**src/rtl/dtmp_pkg.sv**
```systemverilog
package dtmp_pkg;

  // Name length limit in characters, dots included
  localparam int unsigned MaxNameChars = 128;
  // Address bytes emitted from an AAAA answer
  localparam int unsigned AddrBytes    = 16;
  localparam int unsigned AddrCntW     = $clog2(AddrBytes + 1);

  // Body offsets (after the length prefix)
  localparam logic [15:0] AncountHiPos = 16'd6;
  localparam logic [15:0] AncountLoPos = 16'd7;
  localparam logic [15:0] NameLastHdr  = 16'd11;

  localparam logic [7:0] TypeAaaa      = 8'd28;
  localparam logic [7:0] MaxLabel      = 8'd63;
  localparam logic [7:0] DotChar       = 8'd46;
  localparam logic [3:0] QToAnswerType = 4'd6;
  localparam logic [3:0] ATypeToLen    = 4'd6;

  typedef enum logic [3:0] {
    PhIdle    = 4'd0,
    PhLenLo   = 4'd1,
    PhHeader  = 4'd2,
    PhNameLen = 4'd3,
    PhLabel   = 4'd4,
    PhQtypeHi = 4'd5,
    PhQtypeLo = 4'd6,
    PhSkipQ   = 4'd7,
    PhAtypeHi = 4'd8,
    PhAtypeLo = 4'd9,
    PhSkipA   = 4'd10,
    PhDlenHi  = 4'd11,
    PhDlenLo  = 4'd12,
    PhAddr    = 4'd13,
    PhDone    = 4'd14
  } phase_e;

  // One result item
  typedef struct packed {
    logic       name_char_valid;
    logic [7:0] name_char;
    logic       name_end;
    logic       query_is_aaaa;
    logic       query_unimplemented;
    logic       no_answers;
    logic       answer_is_aaaa;
    logic       addr_valid;
    logic [7:0] addr_byte;
    logic       message_end;
    logic       malformed;
  } res_t;

endpackage

```
**src/rtl/dtmp_parse_core.sv**
```systemverilog
module dtmp_parse_core #(
  parameter int unsigned MaxNameChars = dtmp_pkg::MaxNameChars
) (
  input  logic           clk_i,
  input  logic           rst_ni,
  input  logic           accept_i,
  input  logic [7:0]     data_byte_i,
  input  logic           is_response_i,
  output dtmp_pkg::res_t res_o
);
  import dtmp_pkg::*;

  phase_e               phase_q, phase_d;
  logic [15:0]          pos_q, pos_d;
  logic [15:0]          len_q, len_d;
  logic [5:0]           label_q, label_d;
  logic [7:0]           name_cnt_q, name_cnt_d;
  logic                 resp_q, resp_d;
  logic [3:0]           skip_q, skip_d;
  logic [7:0]           hi_q, hi_d;
  logic [AddrCntW-1:0]  addr_q, addr_d;

  logic        last;
  logic        in_body;
  logic        name_full;
  logic [15:0] len_new;
  logic [15:0] dlen;
  logic [5:0]  label_dec;
  logic [3:0]  skip_dec;
  logic [AddrCntW-1:0] addr_dec;
  logic        type_match;

  // Shared decode
  assign len_new    = {hi_q, data_byte_i};
  assign dlen       = {hi_q, data_byte_i};
  assign last       = ({1'b0, pos_q} + 17'd1) == {1'b0, len_q};
  assign in_body    = (phase_q != PhIdle) && (phase_q != PhLenLo);
  assign name_full  = name_cnt_q >= 8'(MaxNameChars);
  assign label_dec  = label_q - 6'd1;
  assign skip_dec   = skip_q - 4'd1;
  assign addr_dec   = addr_q - AddrCntW'(1);
  assign type_match = (hi_q == 8'd0) && (data_byte_i == TypeAaaa);

  // Next state
  always_comb begin
    phase_d    = phase_q;
    pos_d      = pos_q;
    len_d      = len_q;
    label_d    = label_q;
    name_cnt_d = name_cnt_q;
    resp_d     = resp_q;
    skip_d     = skip_q;
    hi_d       = hi_q;
    addr_d     = addr_q;
    case (phase_q)
      PhIdle: begin
        resp_d  = is_response_i;
        hi_d    = data_byte_i;
        phase_d = PhLenLo;
      end
      PhLenLo: begin
        len_d      = len_new;
        pos_d      = '0;
        label_d    = '0;
        name_cnt_d = '0;
        skip_d     = '0;
        addr_d     = '0;
        hi_d       = '0;
        phase_d    = (len_new == 16'd0) ? PhIdle : PhHeader;
      end
      PhHeader: begin
        if (pos_q == AncountHiPos) begin
          hi_d = data_byte_i;
        end else if (pos_q == AncountLoPos && resp_q && hi_q == 8'd0 &&
                     data_byte_i == 8'd0) begin
          phase_d = PhDone;
        end else if (pos_q == NameLastHdr) begin
          phase_d = PhNameLen;
        end
      end
      PhNameLen: begin
        if (data_byte_i == 8'd0) begin
          if (resp_q) begin
            skip_d  = QToAnswerType;
            phase_d = PhSkipQ;
          end else begin
            phase_d = PhQtypeHi;
          end
        end else if (data_byte_i > MaxLabel) begin
          phase_d = PhDone;
        end else if (name_cnt_q != 8'd0 && name_full) begin
          phase_d = PhDone;
        end else begin
          if (name_cnt_q != 8'd0) begin
            name_cnt_d = name_cnt_q + 8'd1;
          end
          label_d = data_byte_i[5:0];
          phase_d = PhLabel;
        end
      end
      PhLabel: begin
        if (name_full) begin
          phase_d = PhDone;
        end else begin
          name_cnt_d = name_cnt_q + 8'd1;
          label_d    = label_dec;
          if (label_dec == 6'd0) begin
            phase_d = PhNameLen;
          end
        end
      end
      PhQtypeHi: begin
        hi_d    = data_byte_i;
        phase_d = PhQtypeLo;
      end
      PhQtypeLo: phase_d = PhDone;
      PhSkipQ: begin
        skip_d = skip_dec;
        if (skip_dec == 4'd0) begin
          phase_d = PhAtypeHi;
        end
      end
      PhAtypeHi: begin
        hi_d    = data_byte_i;
        phase_d = PhAtypeLo;
      end
      PhAtypeLo: begin
        if (type_match) begin
          skip_d  = ATypeToLen;
          phase_d = PhSkipA;
        end else begin
          phase_d = PhDone;
        end
      end
      PhSkipA: begin
        skip_d = skip_dec;
        if (skip_dec == 4'd0) begin
          phase_d = PhDlenHi;
        end
      end
      PhDlenHi: begin
        hi_d    = data_byte_i;
        phase_d = PhDlenLo;
      end
      PhDlenLo: begin
        if (dlen > 16'(AddrBytes)) begin
          addr_d = AddrCntW'(AddrBytes);
        end else begin
          addr_d = dlen[AddrCntW-1:0];
        end
        phase_d = (dlen == 16'd0) ? PhDone : PhAddr;
      end
      PhAddr: begin
        addr_d = addr_dec;
        if (addr_dec == '0) begin
          phase_d = PhDone;
        end
      end
      default: phase_d = PhDone;
    endcase

    // Message framing overrides the phase on the last body byte
    if (in_body) begin
      if (last) begin
        phase_d = PhIdle;
        pos_d   = '0;
      end else begin
        pos_d = pos_q + 16'd1;
      end
    end
  end

  // Result item
  always_comb begin
    res_o = '0;
    case (phase_q)
      PhLenLo: res_o.message_end = (len_new == 16'd0);
      PhHeader: begin
        res_o.no_answers = (pos_q == AncountLoPos) && resp_q && (hi_q == 8'd0) &&
                           (data_byte_i == 8'd0);
      end
      PhNameLen: begin
        if (data_byte_i == 8'd0) begin
          res_o.name_end = 1'b1;
        end else if (data_byte_i > MaxLabel) begin
          res_o.malformed = 1'b1;
        end else if (name_cnt_q != 8'd0) begin
          if (name_full) begin
            res_o.malformed = 1'b1;
          end else begin
            res_o.name_char_valid = 1'b1;
            res_o.name_char       = DotChar;
          end
        end
      end
      PhLabel: begin
        if (name_full) begin
          res_o.malformed = 1'b1;
        end else begin
          res_o.name_char_valid = 1'b1;
          res_o.name_char       = data_byte_i;
        end
      end
      PhQtypeLo: begin
        res_o.query_is_aaaa       = type_match;
        res_o.query_unimplemented = !type_match;
      end
      PhAtypeLo: res_o.answer_is_aaaa = type_match;
      PhAddr: begin
        res_o.addr_valid = 1'b1;
        res_o.addr_byte  = data_byte_i;
      end
      default: res_o = '0;
    endcase
    if (in_body && last) begin
      res_o.message_end = 1'b1;
    end
  end

  // Parser state
  always_ff @(posedge clk_i or negedge rst_ni) begin
    if (!rst_ni) begin
      phase_q    <= PhIdle;
      pos_q      <= '0;
      len_q      <= '0;
      label_q    <= '0;
      name_cnt_q <= '0;
      resp_q     <= 1'b0;
      skip_q     <= '0;
      hi_q       <= '0;
      addr_q     <= '0;
    end else if (accept_i) begin
      phase_q    <= phase_d;
      pos_q      <= pos_d;
      len_q      <= len_d;
      label_q    <= label_d;
      name_cnt_q <= name_cnt_d;
      resp_q     <= resp_d;
      skip_q     <= skip_d;
      hi_q       <= hi_d;
      addr_q     <= addr_d;
    end
  end

endmodule

```
**src/rtl/dtmp_out_reg.sv**
```systemverilog
module dtmp_out_reg (
  input  logic           clk_i,
  input  logic           rst_ni,
  input  logic           in_valid_i,
  output logic           in_ready_o,
  input  dtmp_pkg::res_t res_i,
  output logic           out_valid_o,
  input  logic           out_ready_i,
  output dtmp_pkg::res_t res_o
);
  import dtmp_pkg::*;

  logic valid_q, valid_d;
  res_t res_q;
  logic load;

  // Takes a new result whenever the held one is gone or leaves this cycle
  assign in_ready_o = !valid_q || out_ready_i;
  assign load       = in_valid_i && in_ready_o;

  always_comb begin
    valid_d = valid_q;
    if (load) begin
      valid_d = 1'b1;
    end else if (out_ready_i) begin
      valid_d = 1'b0;
    end
  end

  always_ff @(posedge clk_i or negedge rst_ni) begin
    if (!rst_ni) begin
      valid_q <= 1'b0;
    end else begin
      valid_q <= valid_d;
    end
  end

  // Payload
  always_ff @(posedge clk_i) begin
    if (load) begin
      res_q <= res_i;
    end
  end

  assign out_valid_o = valid_q;
  assign res_o       = res_q;

endmodule

```
**src/rtl/dns_tcp_message_parser.sv**
```systemverilog
// DNS-over-TCP message parser. Feed the TCP stream one byte per transfer,
// the 2-byte length prefix included; is_response_i is sampled with the first
// prefix byte. Every input byte yields exactly one result item: the question
// name streamed as characters with dots, query type and answer checks, up to
// 16 AAAA address bytes, end-of-message and malformed flags. The parser state
// updates in the cycle a byte is taken and the result lands in an output
// register, so one byte per cycle is sustained; the only stall is the output
// register when its result is not taken.
module dns_tcp_message_parser #(
  parameter int unsigned MaxNameChars = dtmp_pkg::MaxNameChars
) (
  input  logic       clk_i,
  input  logic       rst_ni,
  input  logic       in_valid_i,
  output logic       in_ready_o,
  input  logic [7:0] data_byte_i,
  input  logic       is_response_i,
  output logic       out_valid_o,
  input  logic       out_ready_i,
  output logic       name_char_valid_o,
  output logic [7:0] name_char_o,
  output logic       name_end_o,
  output logic       query_is_aaaa_o,
  output logic       query_unimplemented_o,
  output logic       no_answers_o,
  output logic       answer_is_aaaa_o,
  output logic       addr_valid_o,
  output logic [7:0] addr_byte_o,
  output logic       message_end_o,
  output logic       malformed_o
);
  import dtmp_pkg::*;

  res_t res_comb;
  res_t res_out;
  logic accept;

  assign accept = in_valid_i && in_ready_o;

  dtmp_parse_core #(
    .MaxNameChars (MaxNameChars)
  ) u_core (
    .clk_i         (clk_i),
    .rst_ni        (rst_ni),
    .accept_i      (accept),
    .data_byte_i   (data_byte_i),
    .is_response_i (is_response_i),
    .res_o         (res_comb)
  );

  dtmp_out_reg u_out (
    .clk_i       (clk_i),
    .rst_ni      (rst_ni),
    .in_valid_i  (in_valid_i),
    .in_ready_o  (in_ready_o),
    .res_i       (res_comb),
    .out_valid_o (out_valid_o),
    .out_ready_i (out_ready_i),
    .res_o       (res_out)
  );

  assign name_char_valid_o     = res_out.name_char_valid;
  assign name_char_o           = res_out.name_char;
  assign name_end_o            = res_out.name_end;
  assign query_is_aaaa_o       = res_out.query_is_aaaa;
  assign query_unimplemented_o = res_out.query_unimplemented;
  assign no_answers_o          = res_out.no_answers;
  assign answer_is_aaaa_o      = res_out.answer_is_aaaa;
  assign addr_valid_o          = res_out.addr_valid;
  assign addr_byte_o           = res_out.addr_byte;
  assign message_end_o         = res_out.message_end;
  assign malformed_o           = res_out.malformed;

endmodule

```
**config.mk**
```make
export PLATFORM = sky130hd
export DESIGN_NAME = dns_tcp_message_parser
export DESIGN_NICKNAME = d
export VERILOG_FILES = /design/src/rtl/dtmp_pkg.sv /design/src/rtl/dtmp_parse_core.sv /design/src/rtl/dtmp_out_reg.sv /design/src/rtl/dns_tcp_message_parser.sv
export SDC_FILE = /design/constraint.sdc
export NUM_CORES = 1
export LEC_CHECK = 0
export ABC_AREA = 1
export BUFFER_PORTS_ARGS = -buffer_cell sky130_fd_sc_hd__buf_2
export CORE_AREA = 2 2 117 119
export CTS_CLUSTER_DIAMETER = 60
export DETAILED_ROUTE_END_ITERATION = 7
export DIE_AREA = 0 0 119 121
export GPL_ROUTABILITY_DRIVEN = 0
export PLACE_DENSITY = 0.71
export RECOVER_POWER = 50
export REMOVE_ABC_BUFFERS = 1
export SLEW_MARGIN = 5
export SYNTH_ARGS = -nofsm -noshare
export SYNTH_HDL_FRONTEND = slang
export SYNTH_SLANG_ARGS = --single-unit
```
**constraint.sdc**
```tcl
create_clock -name clk_i -period 1.95 [get_ports clk_i]
set_input_delay 0.195 -clock clk_i [delete_from_list [all_inputs] [get_ports clk_i]]
set_output_delay 0.195 -clock clk_i [all_outputs]
set_load 0.01 [all_outputs]
```
=== Word level (Yosys, flattened, before mapping) ===
Cells that the tools add are included.
W data, S select, Z words.

* Register bits: 94
* Bits in latches: 0
* RAM bits: 0
* Memory bits (read-only): 0
* Bits of input ports: 13
* Output and inout port bits: 27
* Logic and storage cells: 150
* Memories kept: 0

* Add/sub/neg operators: 6
* Multipliers: 0
* Div/mod/pow operators: 0
* Order comparisons: 3
* Equality and inequality tests: 28
* Shift operators: 0
* Mux-type cells: 56
* Bitwise gates (word level): 0
* Reduce and logical (&&, ||, !) cells: 36

{| class="wikitable"
|+ Operators with widths
! cell !! number
|-
| $mux W4 || 16
|-
| $mux W9 || 6
|-
| $pmux W4 S13 || 1
|-
| $mux W16 || 3
|-
| $mux W8 || 6
|-
| $pmux W8 S3 || 2
|-
| $eq A16 B3 Y1 const B || 2
|-
| $eq A4 B4 Y1 const B || 6
|-
| $mux W6 || 4
|-
| $pmux W6 S3 || 1
|-
| $pmux W9 S2 || 1
|-
| $add A16 B1 Y17 const B || 1
|-
| $eq A17 B16 Y1 || 1
|-
| $add A16 B1 Y16 const B || 1
|-
| $eq A16 B4 Y1 const B || 1
|-
| $eq A4 B3 Y1 const B || 4
|-
| $gt A16 B5 Y1 const B || 1
|-
| $logic_not A16 Y1 || 1
|-
| $logic_not A8 Y1 || 2
|-
| $pmux W4 S4 || 1
|-
| $pmux W5 S3 || 1
|-
| $ne A2 B1 Y1 const B || 5
|-
| $reduce_bool A3 Y1 || 3
|-
| $add A8 B1 Y8 const B || 1
|-
| other kinds (31) || 58
|}

=== Logic depth before layout (Yosys ltp) ===
Gate-level depths: netlist of run 1.

* Word-level depth: 9
* Depth in mapped cells: 16

=== By module ===
A second synthesis of run 1 with hierarchy kept.

* Cell total of the unflattened synthesis: 746
* Area, all modules: 5672.9 sq um

{| class="wikitable"
|+ By module, submodules not included
! module !! instances !! cells each !! area each (sq um) !! sequential area each (sq um)
|-
| dtmp_parse_core || 1 || 713 || 4869.7 || 1701.6
|-
| dtmp_out_reg || 1 || 31 || 795.8 || 775.7
|-
| dns_tcp_message_parser || 1 || 2 || 7.5 || 0.0
|}

=== Least setup slack after synthesis of run 1 ===
Ideal clock, no wire load.

* Path kind: register to register
* Start: register u_out.valid_q (netlist: u_out.out_valid_o)
* End: register u_core.hi_q[5]
* Arrival time: 1.979 ns
* Path slack: -0.124 ns
* Stages on the path, launching flop included: 8
* Path buffers: 2
* Clock period less this slack: 2.074 ns
* Path through: dfrtp_1 nand2_1 nand2_1 inv_1 buf_2 nand3_1 buf_4 o31ai_1

* Cells in the longest elaborated chain, start to end: 4

{| class="wikitable"
|+ RTL lines
! element !! RTL line !! RTL
|-
| start, declared || dtmp_out_reg.sv:13 || <nowiki>logic valid_q, valid_d;</nowiki>
|-
| start signal, assigned || dtmp_out_reg.sv:34 || <nowiki>valid_q <= valid_d;</nowiki>
|-
| $logic_not A1 Y1 || dtmp_out_reg.sv:18 || <nowiki>assign in_ready_o = !valid_q || out_ready_i;</nowiki>
|-
| $logic_or A1 B1 Y1 || dtmp_out_reg.sv:18 ||
|-
| via in_ready_o || dns_tcp_message_parser.sv:15 || <nowiki>output logic in_ready_o,</nowiki>
|-
| $logic_and A1 B1 Y1 || dns_tcp_message_parser.sv:38 || <nowiki>assign accept = in_valid_i && in_ready_o;</nowiki>
|-
| via accept || dns_tcp_message_parser.sv:36 || <nowiki>logic accept;</nowiki>
|-
| $reduce_and A3 Y1 (no source line) || - ||
|-
| end signal, assigned || dtmp_parse_core.sv:240 || <nowiki>hi_q <= hi_d;</nowiki>
|-
| end, declared || dtmp_parse_core.sv:20 || <nowiki>logic [7:0] hi_q, hi_d;</nowiki>
|}

The timed path passes the listed nets, and every way through them passes these cells.
A chain may end at the register's enable or synchronous reset.

=== Worst setup path after layout of run 1 ===
* Start: register u_core.pos_q[1]
* End: register u_core.pos_q[1]

* Cells in the longest elaborated chain, start to end: 4
* Elaborated cells between the ends (all ways): 5

{| class="wikitable"
|+ RTL lines
! element !! RTL line !! RTL
|-
| start, declared || dtmp_parse_core.sv:14 || <nowiki>logic [15:0] pos_q, pos_d;</nowiki>
|-
| start signal, assigned || dtmp_parse_core.sv:234 || <nowiki>pos_q <= pos_d;</nowiki>
|-
| $add A16 B1 Y17 || dtmp_parse_core.sv:36 || <nowiki>assign last = ({1'b0, pos_q} + 17'd1) == {1'b0, len_q};</nowiki>
|-
| $eq A17 B16 Y1 || dtmp_parse_core.sv:36 ||
|-
| $mux W16 * || dtmp_parse_core.sv:164 || <nowiki>if (last) begin</nowiki>
|-
| $mux W16 * || dtmp_parse_core.sv:163 || <nowiki>if (in_body) begin</nowiki>
|}

Every way passes the cells marked *; elsewhere a longest branch is shown, timed or not.

==> results of run 1 <==
-- area by class of cell --
type,count,area [sq um],area share
Clock buffer,9,225,0.0325
Clock inverter,7,60.1,0.00867
Inverter,93,352,0.0508
Multi-Input combinational cell,535,2720,0.392
Sequential cell,94,2480,0.359
Tap cell,176,220,0.0318
Timing Repair Buffer,125,868,0.125
-- through the flow --
stage | TNS [ps] | hold WS (ps) | setup WS (ps) | instances
finish | -3260 | 103 | -190 | 1039
global placement | -2760 | 255 | -182 | 1008
global route | -7410 | 106 | -355 | 1039
detailed placement | -3310 | 256 | -199 | 1008
CTS | -2950 | 94.1 | -182 | 1029
floorplan | -16720 | -101 | -836 | 722
-- logic make-up after synthesis --
kind of cell / synth area share
compound gates: 0.0876
xor+xnor: 0.0223
fa+ha+maj: 0.0227
buf+inv: 0.0771
flops: 0.450
mux: 0.00205
simple gates: 0.338
-- sequential cells by signal, indices dropped and copies added, names as in the netlist --
| register | cells |
|---|---|
| u_out.res_o | 25 |
| u_core.phase_q | 4 |
| u_core.name_cnt_q | 8 |
| u_core.pos_q | 16 |
| u_core.hi_q | 8 |
| u_core.resp_q | 1 |
| u_out.out_valid_o | 1 |
| u_core.len_q | 16 |
| u_core.addr_q | 5 |
| u_core.label_q | 6 |
| u_core.skip_q | 4 |
-- worst reg2reg max path, delay by kind of cell (launching register included) --
family	cells	cell delay, ps
and+or+nand+nor	13	1300
buffers and inverters	2	300
DFF	1	450
-- routing by layer --
layer | share of wire | global-route usage | up-vias
met5 | 0 | 0 | -
met4 | 0.025 | 0.0871 | 0
met3 | 0.051 | 0.0371 | 28
met2 | 0.48 | 0.344 | 163
met1 | 0.44 | 0.266 | 2470
li1 | - | - | 2605
-- synthesized netlist by cell type (10+ instances only) --
cell type,count,area (sq um)
a21oi_1,10,50.1
dfrtp_1,69,1730
edfxtp_1,25,751
ha_1,10,125
inv_1,93,349
nand2_1,225,845
nand2_2,11,68.8
nand3_1,56,280
nand4_1,12,75.1
nor2_1,95,357
o21ai_0,43,215
xor2_1,12,105
-- worst min path at each step --
stage / from / endpoint / slack (ps) / cells after the start
floorplan: rst_ni / u_core.addr_q[0] / -100 / 0
global placement: rst_ni / u_core.pos_q[13] / 260 / 2
detailed placement: rst_ni / u_core.pos_q[7] / 260 / 2
CTS: data_byte_i[6] / u_core.len_q[6] / 90 / 3
global route: is_response_i / u_core.resp_q / 110 / 3
finish: data_byte_i[6] / u_core.len_q[6] / 100 / 3
-- power breakdown --
| part | switching [mW] | internal (mW) | total, mW |
|---|---|---|---|
| registers | 0.272 | 2.30 | 2.57 |
| clock network | 0.867 | 0.895 | 1.76 |
| logic | 1.22 | 0.897 | 2.11 |
-- what timing repair did --
item                       4_1_cts  5_1_grt
pin swaps                        2        9
gates cloned                     0        2
hold buffers                     1        0
resized for setup                5       43
hold endpoints to repair        69        0
setup endpoints to repair       21       50
buffers inserted                 4        8
==> run_results.csv, run 1 <==
group,metric,value,unit
status,status,"finished, violations left",
status,violations,"setup timing",
synth,synth-seq-cells,94,
setup_path,cp_slowest_cell,"dfrtp_2",
cells_and_area,finalNetCount,881,
hold_path,hold_class,"in2reg",
timing,worst_pin_slew,987,ps
placed_design,dpl_cell_area,0.00639,sq mm
cells_and_area,drive_above_1_share,0.203,
cells_and_area,antennaDiodeCount,0,
cts,clkTransAtPathRegs,70,ps
timing,finalClockSkew,9.66,ps
timing,fin_ws,-190,ps
synth,syn_inst,735,
setup_path,cp_common_cell,"nor2_4",
cts,clock_tree.buffer_depth,2,
setup_path,crit_type,"reg2reg",
global_routing,grt_usage,0.207,
floorplanning,start_util,0.420,
global_routing,grt_first_pass_wirelength,23.8,mm
setup_path,endpoint,"u_core.pos_q[1]",
global_routing,grt-ovfl-total,0,
floorplanning,ios,40,
setup_path,arrival,2390,ps
floorplanning,row_count,42,
synth,ys_warn_count,0,
routing,drcViolationCount,0,
setup_path,crit_required,2200,ps
routing,dr.pass1.iters,5,
power,p_per_area,930,mW/mm^2
setup_path,r2r_end,"u_core.pos_q[1]",
setup_path,crit_cells,15,
cts,cts_tree,"yes",
cells_and_area,postLayoutCoreUtil,0.529,
setup_path,crit_family,"simple AND/OR/NAND/NOR gates",
setup_path,path_max_fanout,7,
cells_and_area,final_common_cell,"nand2_1",
floorplanning,die_h,121,microns
setup_path,critPathBufInv,2,
cts,htree_levels,3,
cts,cts_sinks,94,
cts,cts-root-buf,"clkbuf_16",
setup_path,cp-start-kind,"flop",
cells_and_area,synthToLayoutAreaGrowth,25.9,%
global_routing,grt_pass1_vias,5042,
global_routing,grt_max_degree,70,
routing,viasPerCell,5.07,
placed_design,place.port_buffers,39,
cells_and_area,finalInstanceArea,0.00693,sq mm
routing,vias,5266,
timing,period_minus_slack,2140,ps
floorplanning,die_x,119,microns
synth,async_reset_ff_frac,0.734,
setup_path,r2r_cells,15,
setup_path,cp-end-kind,"flop",
synth,synth_edf_count,25,
synth,syn-mean-instance-area,7.48,sq um
routing,dr.first_iter.drc_count,434,
placed_design,hpwl,10.6,mm
routing,ant_nets,0,
setup_path,reg2reg_slack,-190,ps
synth,ys_types,40,
timing,slew_headroom,0.342,
global_routing,antenna_found_initial,0,
setup_path,startpoint,"u_core.pos_q[1]",
synth,syn_area,0.00550,sq mm
timing,fmax,0.467,GHz
routing,drt_wl_total,14.8,mm
power,worst_ir_drop_vdd,0.000778,V
job,cap_violations,0,
floorplanning,dieArea,0.0144,sq mm
synth,ys_seq_area_frac,0.450,
power,leakage,3.37,nW
cts,numCtsBuffers,9,
timing,slew_violations,0,
cells_and_area,most-common-layout-cells,"nand2_1 (216), inv_1 (89), nor2_1 (86), buf_4 (75), dfrtp_1 (63)",
timing,hold_viol_final,0,
timing,setup_violations,20,
setup_path,rr_startpoint,"u_core.pos_q[1]",
timing,finalCritPeriodShare,1.10,
power,fin_total_pwr,6.44,mW
cts,clkLatencyLatePin,360,ps
setup_path,cp_cell_sequence,"buf_6 -> nand2_4 -> nor2_4 -> nand2_1 -> nand2_2 -> nor2_2 -> nor2_1 -> nand3_1 -> nor2_1 -> nand3_2 -> nor2_4 -> nor2_4 -> clkbuf_16 -> nand2_2 -> nand2_1",
floorplanning,core_area,0.0131,sq mm
routing,wire_per_inst,14.2,microns
setup_path,cpPeakStageDelay,450,ps
synth,synth-main-ff-cell,"dfrtp_1",
cells_and_area,num-fill-cells,1234,
timing,rsz0062_at_grt,"true",
Power figures use the tool's default switching activity.
==> run 2: changes to the inputs <==
Settings changed: CORE_AREA 2 2 117 119 to 2 2 114 116, DIE_AREA 0 0 119 121 to 0 0 116 118, PLACE_DENSITY 0.71 to 0.74.
==> run 2 against run 1 <==
  * The flow still finishes with violations (setup timing)
  * Non-clock buffer count up 1
  * Clock-buffer cell count unchanged
  * Global-route usage up 1.7 points
  * Critical path depth unchanged
  * Via count up 1.9%
  * Combinational power up 7%
  * Die area down 4.9%
  * Routed wire length up 3.6%
  * Final cell count down 0.29%
  * Highest routed layer unchanged
==> run_results.csv, run 2 (same netlist as run 1, synthesis figures left out) <==
group,metric,value,unit
status,status,"finished, violations left",
status,violations,"setup timing",
timing,fmax,0.458,GHz
floorplanning,core_area,0.0124,sq mm
setup_path,cp-start-kind,"flop",
hold_path,hold_depth,3,
floorplanning,row_count,41,
setup_path,rr_startpoint,"u_core.pos_q[0]",
floorplanning,dieArea,0.0137,sq mm
hold_path,hold_start,"is_response_i",
timing,finalClockSkew,11.3,ps
timing,worst_pin_slew,976,ps
hold_path,hold_end,"u_core.resp_q",
setup_path,reg2reg_slack,-240,ps
cells_and_area,synthToLayoutAreaGrowth,28.2,%
setup_path,crit_type,"reg2reg",
cells_and_area,most-common-layout-cells,"nand2_1 (210), inv_1 (91), nor2_1 (90), buf_4 (77), dfrtp_1 (68)",
hold_path,hold_class,"in2reg",
cts,cts_sinks,94,
timing,whs,73.5,ps
timing,slew_headroom,0.350,
routing,ant_nets,0,
setup_path,r2r_cells,15,
global_routing,grt_first_pass_wirelength,24.1,mm
cells_and_area,largest_reg_flops,25,
global_routing,grt_max_degree,70,
cts,numCtsBuffers,9,
job,cap_violations,0,
timing,finalCritPeriodShare,1.12,
floorplanning,ios,40,
power,p_per_area,936,mW/mm^2
floorplanning,die_x,116,microns
routing,drcViolationCount,0,
placed_design,hpwl,10.8,mm
setup_path,r2r_end,"u_core.pos_q[14]",
cts,cts-root-buf,"clkbuf_16",
cells_and_area,num-fill-cells,1129,
cts,cts_tree,"yes",
setup_path,cp-end-kind,"flop",
global_routing,grt_pass1_vias,5149,
setup_path,path_max_fanout,7,
cells_and_area,finalNetCount,882,
timing,setup_tns,-4160,ps
cts,htree_levels,3,
setup_path,arrival,2440,ps
timing,fin_ws,-235,ps
cts,clock_tree.buffer_depth,2,
routing,drt_wl_total,15.3,mm
timing,rsz0062_at_grt,"true",
floorplanning,die_h,118,microns
power,worst_ir_drop_vdd,0.000539,V
placed_design,place.port_buffers,39,
routing,dr.first_iter.drc_count,458,
cells_and_area,antennaDiodeCount,0,
setup_path,crit_required,2200,ps
timing,period_minus_slack,2190,ps
global_routing,grt-ovfl-total,0,
routing,viasPerCell,5.18,
timing,setup_violations,20,
routing,vias,5364,
global_routing,grt_usage,0.224,
timing,slew_violations,0,
cts,clkLatencyLatePin,350,ps
power,leakage,3.42,nW
timing,hold_viol_final,0,
cells_and_area,drive_above_1_share,0.215,
routing,dr.pass1.iters,6,
cells_and_area,final_common_cell,"nand2_1",
global_routing,antenna_found_initial,0,
floorplanning,start_util,0.443,
cts,clkTransAtPathRegs,80,ps
routing,wire_per_inst,14.8,microns
[run 2: changes by cell type in the layout (fill, tap and decap cells not counted), moves of 5 or more]
cell	delta
nand2_1	-6
o31ai_4	+6
dfrtp_2	-5
nand2_2	+8
o31ai_1	-8
dfrtp_1	+5
[run 2: how the worst max path moves through the flow]
| stage | from | endpoint | slack, ps |
|---|---|---|---|
| floorplan | u_out.out_valid_o | u_core.label_q[5] | -840 |
| global placement | u_core.pos_q[0] | u_core.pos_q[8] | -150 |
| detailed placement | u_core.pos_q[0] | u_core.pos_q[9] | -230 |
| CTS | u_core.pos_q[0] | u_core.pos_q[9] | -140 |
| global route | u_core.pos_q[0] | u_core.pos_q[14] | -370 |
| finish | u_core.pos_q[0] | u_core.pos_q[14] | -240 |
[run 2: critical path, cell delays in order (launching register included)]
cell and delay, ps:
dfrtp_1 420, ha_2 240, nand2_4 100, nor2_4 190, nand2_1 100, nand2_2 90, nand3_1 80, nand2_1 80
nand2_1 40, nor2_1 80, nand3_1 120, nor2_4 200, nor2_4 80, clkbuf_16 170, nand2_1 60, nand2_1 40
[run 2: layout make-up]
| cell class | count | area (sq um) | share of cell area |
|---|---|---|---|
| clock inverter | 7 | 71.3 | 0.0101 |
| sequential | 94 | 2480 | 0.352 |
| clock buffer | 9 | 225 | 0.0319 |
| tap | 172 | 215 | 0.0305 |
| inverter | 93 | 352 | 0.0499 |
| timing repair buffer | 126 | 890 | 0.126 |
| multi-input combinational | 535 | 2820 | 0.400 |
[run 2: timing repair]
| action | 4_1_cts | 5_1_grt |
|---|---|---|
| setup buffers | 7 | 8 |
| gates resized for setup | 6 | 55 |
| endpoints found under the hold margin | 69 | 0 |
| hold buffers | 1 | 0 |
| pin swaps | 2 | 11 |
| endpoints found under the setup margin | 21 | 59 |
| gates cloned | 0 | 2 |
[run 2: metrics by stage]
step	utilization	instances	power (mW)	setup WS [ps]	instance area [sq um]
detailed placement	0.514	1002	4.46	-232	6380
floorplan	-	722	3.72	-836	5430
finish	0.568	1036	6.60	-235	7050
CTS	0.546	1026	6.29	-140	6770
global route	0.568	1036	6.98	-371	7050
global placement	0.514	1002	4.41	-153	6380
[run 2: report_power, final]
part | leakage, nW | switching, mW | internal (mW)
clock | 0.148 | 0.880 | 0.910
combinational | 2.19 | 1.34 | 0.918
sequential | 1.08 | 0.262 | 2.29
[run 2: per-layer routing]
metal	global-route usage	share of wire	up-vias
li1	-	-	2612
met1	0.276	0.42	2523
met5	0	0	-
met3	0.0463	0.048	42
met2	0.391	0.51	187
met4	0.0662	0.027	0
==> run 3: changes to the inputs <==
Settings changed: SKIP_LAST_GASP set to 1.
==> run 3 against run 2 <==
  * Clock power is essentially flat
  * Core utilization is essentially flat
  * Global-route usage is the same
  * Sequential power is essentially flat
  * Non-clock buffer count is the same
  * Largest cell class unchanged
  * Setup slack lost 10 ps
  * The run still ends with setup timing left
==> run_results.csv, run 3 (same netlist as run 1, synthesis figures left out) <==
group,metric,value,unit
cts,clock_tree.buffer_depth,2,
timing,hold_viol_final,0,
global_routing,antenna_found_initial,0,
status,violations,"setup timing",
global_routing,grt_util_met3,0.0463,
global_routing,use_met1,0.276,
placed_design,hpwl,10.8,mm
routing,drt_wl_total,15.3,mm
timing,worst_pin_slew,977,ps
floorplanning,ios,40,
floorplanning,die_x,116,microns
job,cap_violations,0,
timing,fmax,0.456,GHz
setup_path,rr_startpoint,"u_core.pos_q[0]",
setup_path,arrival,2490,ps
timing,finalClockSkew,11.2,ps
timing,setup_tns,-4260,ps
setup_path,cp-start-kind,"flop",
global_routing,met2_usage,0.391,
cells_and_area,num-fill-cells,1126,
cells_and_area,most-common-layout-cells,"nand2_1 (211), inv_1 (91), nor2_1 (90), buf_4 (77), dfrtp_1 (68)",
cells_and_area,postLayoutCoreUtil,0.568,
global_routing,grt_max_degree,70,
timing,slew_headroom,0.349,
timing,slew_violations,0,
cells_and_area,final_common_cell,"nand2_1",
timing,fin_ws,-245,ps
setup_path,crit_required,2240,ps
setup_path,crit_type,"reg2reg",
power,p_per_area,936,mW/mm^2
routing,dr.pass1.iters,5,
cts,numCtsBuffers,9,
setup_path,r2r_cells,15,
cells_and_area,largest_reg_flops,25,
cts,cts_sinks,94,
global_routing,grt_pass1_vias,5150,
cells_and_area,synthToLayoutAreaGrowth,28.1,%
cells_and_area,antennaDiodeCount,0,
hold_path,hold_end,"u_core.resp_q",
power,leakage,3.42,nW
power,worst_ir_drop_vdd,0.000538,V
routing,dr.first_iter.drc_count,466,
global_routing,top_usage_layer,"met2",
floorplanning,start_util,0.443,
routing,vias,5347,
setup_path,reg2reg_slack,-250,ps
floorplanning,die_h,118,microns
placed_design,place_ws,-232,ps
timing,rsz0062_at_grt,"true",
cells_and_area,drive_above_1_share,0.214,
status,status,"finished, violations left",
placed_design,place.port_buffers,39,
timing,whs,75.2,ps
global_routing,grt-ovfl-total,0,
global_routing,grt_first_pass_wirelength,24.1,mm
setup_path,path_max_fanout,7,
routing,ant_nets,0,
hold_path,hold_depth,3,
setup_path,cp-end-kind,"flop",
cts,clkTransAtPathRegs,80,ps
cells_and_area,finalNetCount,882,
timing,period_minus_slack,2200,ps
routing,wire_per_inst,14.7,microns
floorplanning,row_count,41,
routing,drcViolationCount,0,
cts,cts-root-buf,"clkbuf_16",
cts,clkLatencyLatePin,350,ps
cts,htree_levels,3,
timing,setup_violations,20,
setup_path,r2r_end,"u_core.pos_q[1]",
floorplanning,core_area,0.0124,sq mm
cts,cts_tree,"yes",
hold_path,hold_class,"in2reg",
global_routing,grt_usage,0.224,
timing,finalCritPeriodShare,1.13,
hold_path,hold_start,"is_response_i",
routing,viasPerCell,5.16,
floorplanning,dieArea,0.0137,sq mm
run 3: what timing repair did:
action / 4_1_cts / 5_1_grt
endpoints found under the setup margin: 21 / 59
gates resized for setup: 6 / 54
hold buffers: 1 / 0
cloned: 0 / 2
buffers inserted: 7 / 8
endpoints found under the hold margin: 69 / 0
pin swaps: 2 / 11
run 3: how the worst max path moves through the flow:
stage	from	endpoint	slack, ps	cells past startpoint
after CTS	u_core.pos_q[0]	u_core.pos_q[9]	-140	15
after floorplan	u_out.out_valid_o	u_core.label_q[5]	-840	6
after global routing	u_core.pos_q[0]	u_core.pos_q[14]	-370	15
final	u_core.pos_q[0]	u_core.pos_q[1]	-250	15
after global placement	u_core.pos_q[0]	u_core.pos_q[8]	-150	15
after detailed placement	u_core.pos_q[0]	u_core.pos_q[9]	-230	15
run 3: metal layers:
| layer | vias to the layer above | part of all wire |
|---|---|---|
| met4 | 0 | 0.025 |
| met3 | 41 | 0.046 |
| met5 | - | 0 |
| li1 | 2616 | - |
| met2 | 171 | 0.51 |
| met1 | 2519 | 0.42 |
run 3: per-stage QoR:
step           cells  power (mW)  area [sq um]
4_1_cts         1026        6.29          6770
3_3_place_gp    1002        4.41          6380
3_5_place_dp    1002        4.46          6380
5_1_grt         1036        6.98          7050
6_report        1036        6.60          7050
2_1_floorplan    722        3.72          5430
run 3: worst max-delay path: stages (launching register included):
cell       delay (ps)
dfrtp_1           420
ha_2              240
nand2_4           100
buf_4             150
o21ai_0           230
nand3_1           110
nand2_1            80
inv_1              40
nand2_1            50
nor2_1             40
nand3_1           120
nor2_4             70
nor2_4            190
clkbuf_16         190
nand2_2            40
nand2_1            50
run 3: layout make-up:
class	instances	area [sq um]	area share
timing repair buffer	126	890	0.126
clock inverter	7	71.3	0.0101
tap	172	215	0.0305
sequential	94	2480	0.352
multi-input combinational	535	2820	0.400
clock buffer	9	225	0.0320
inverter	93	352	0.0499
run 3: power by group:
part	total, mW	internal [mW]	switching (mW)
clock network	1.79	0.910	0.879
logic	2.26	0.918	1.34
registers	2.55	2.29	0.264
total	6.60	4.11	2.48
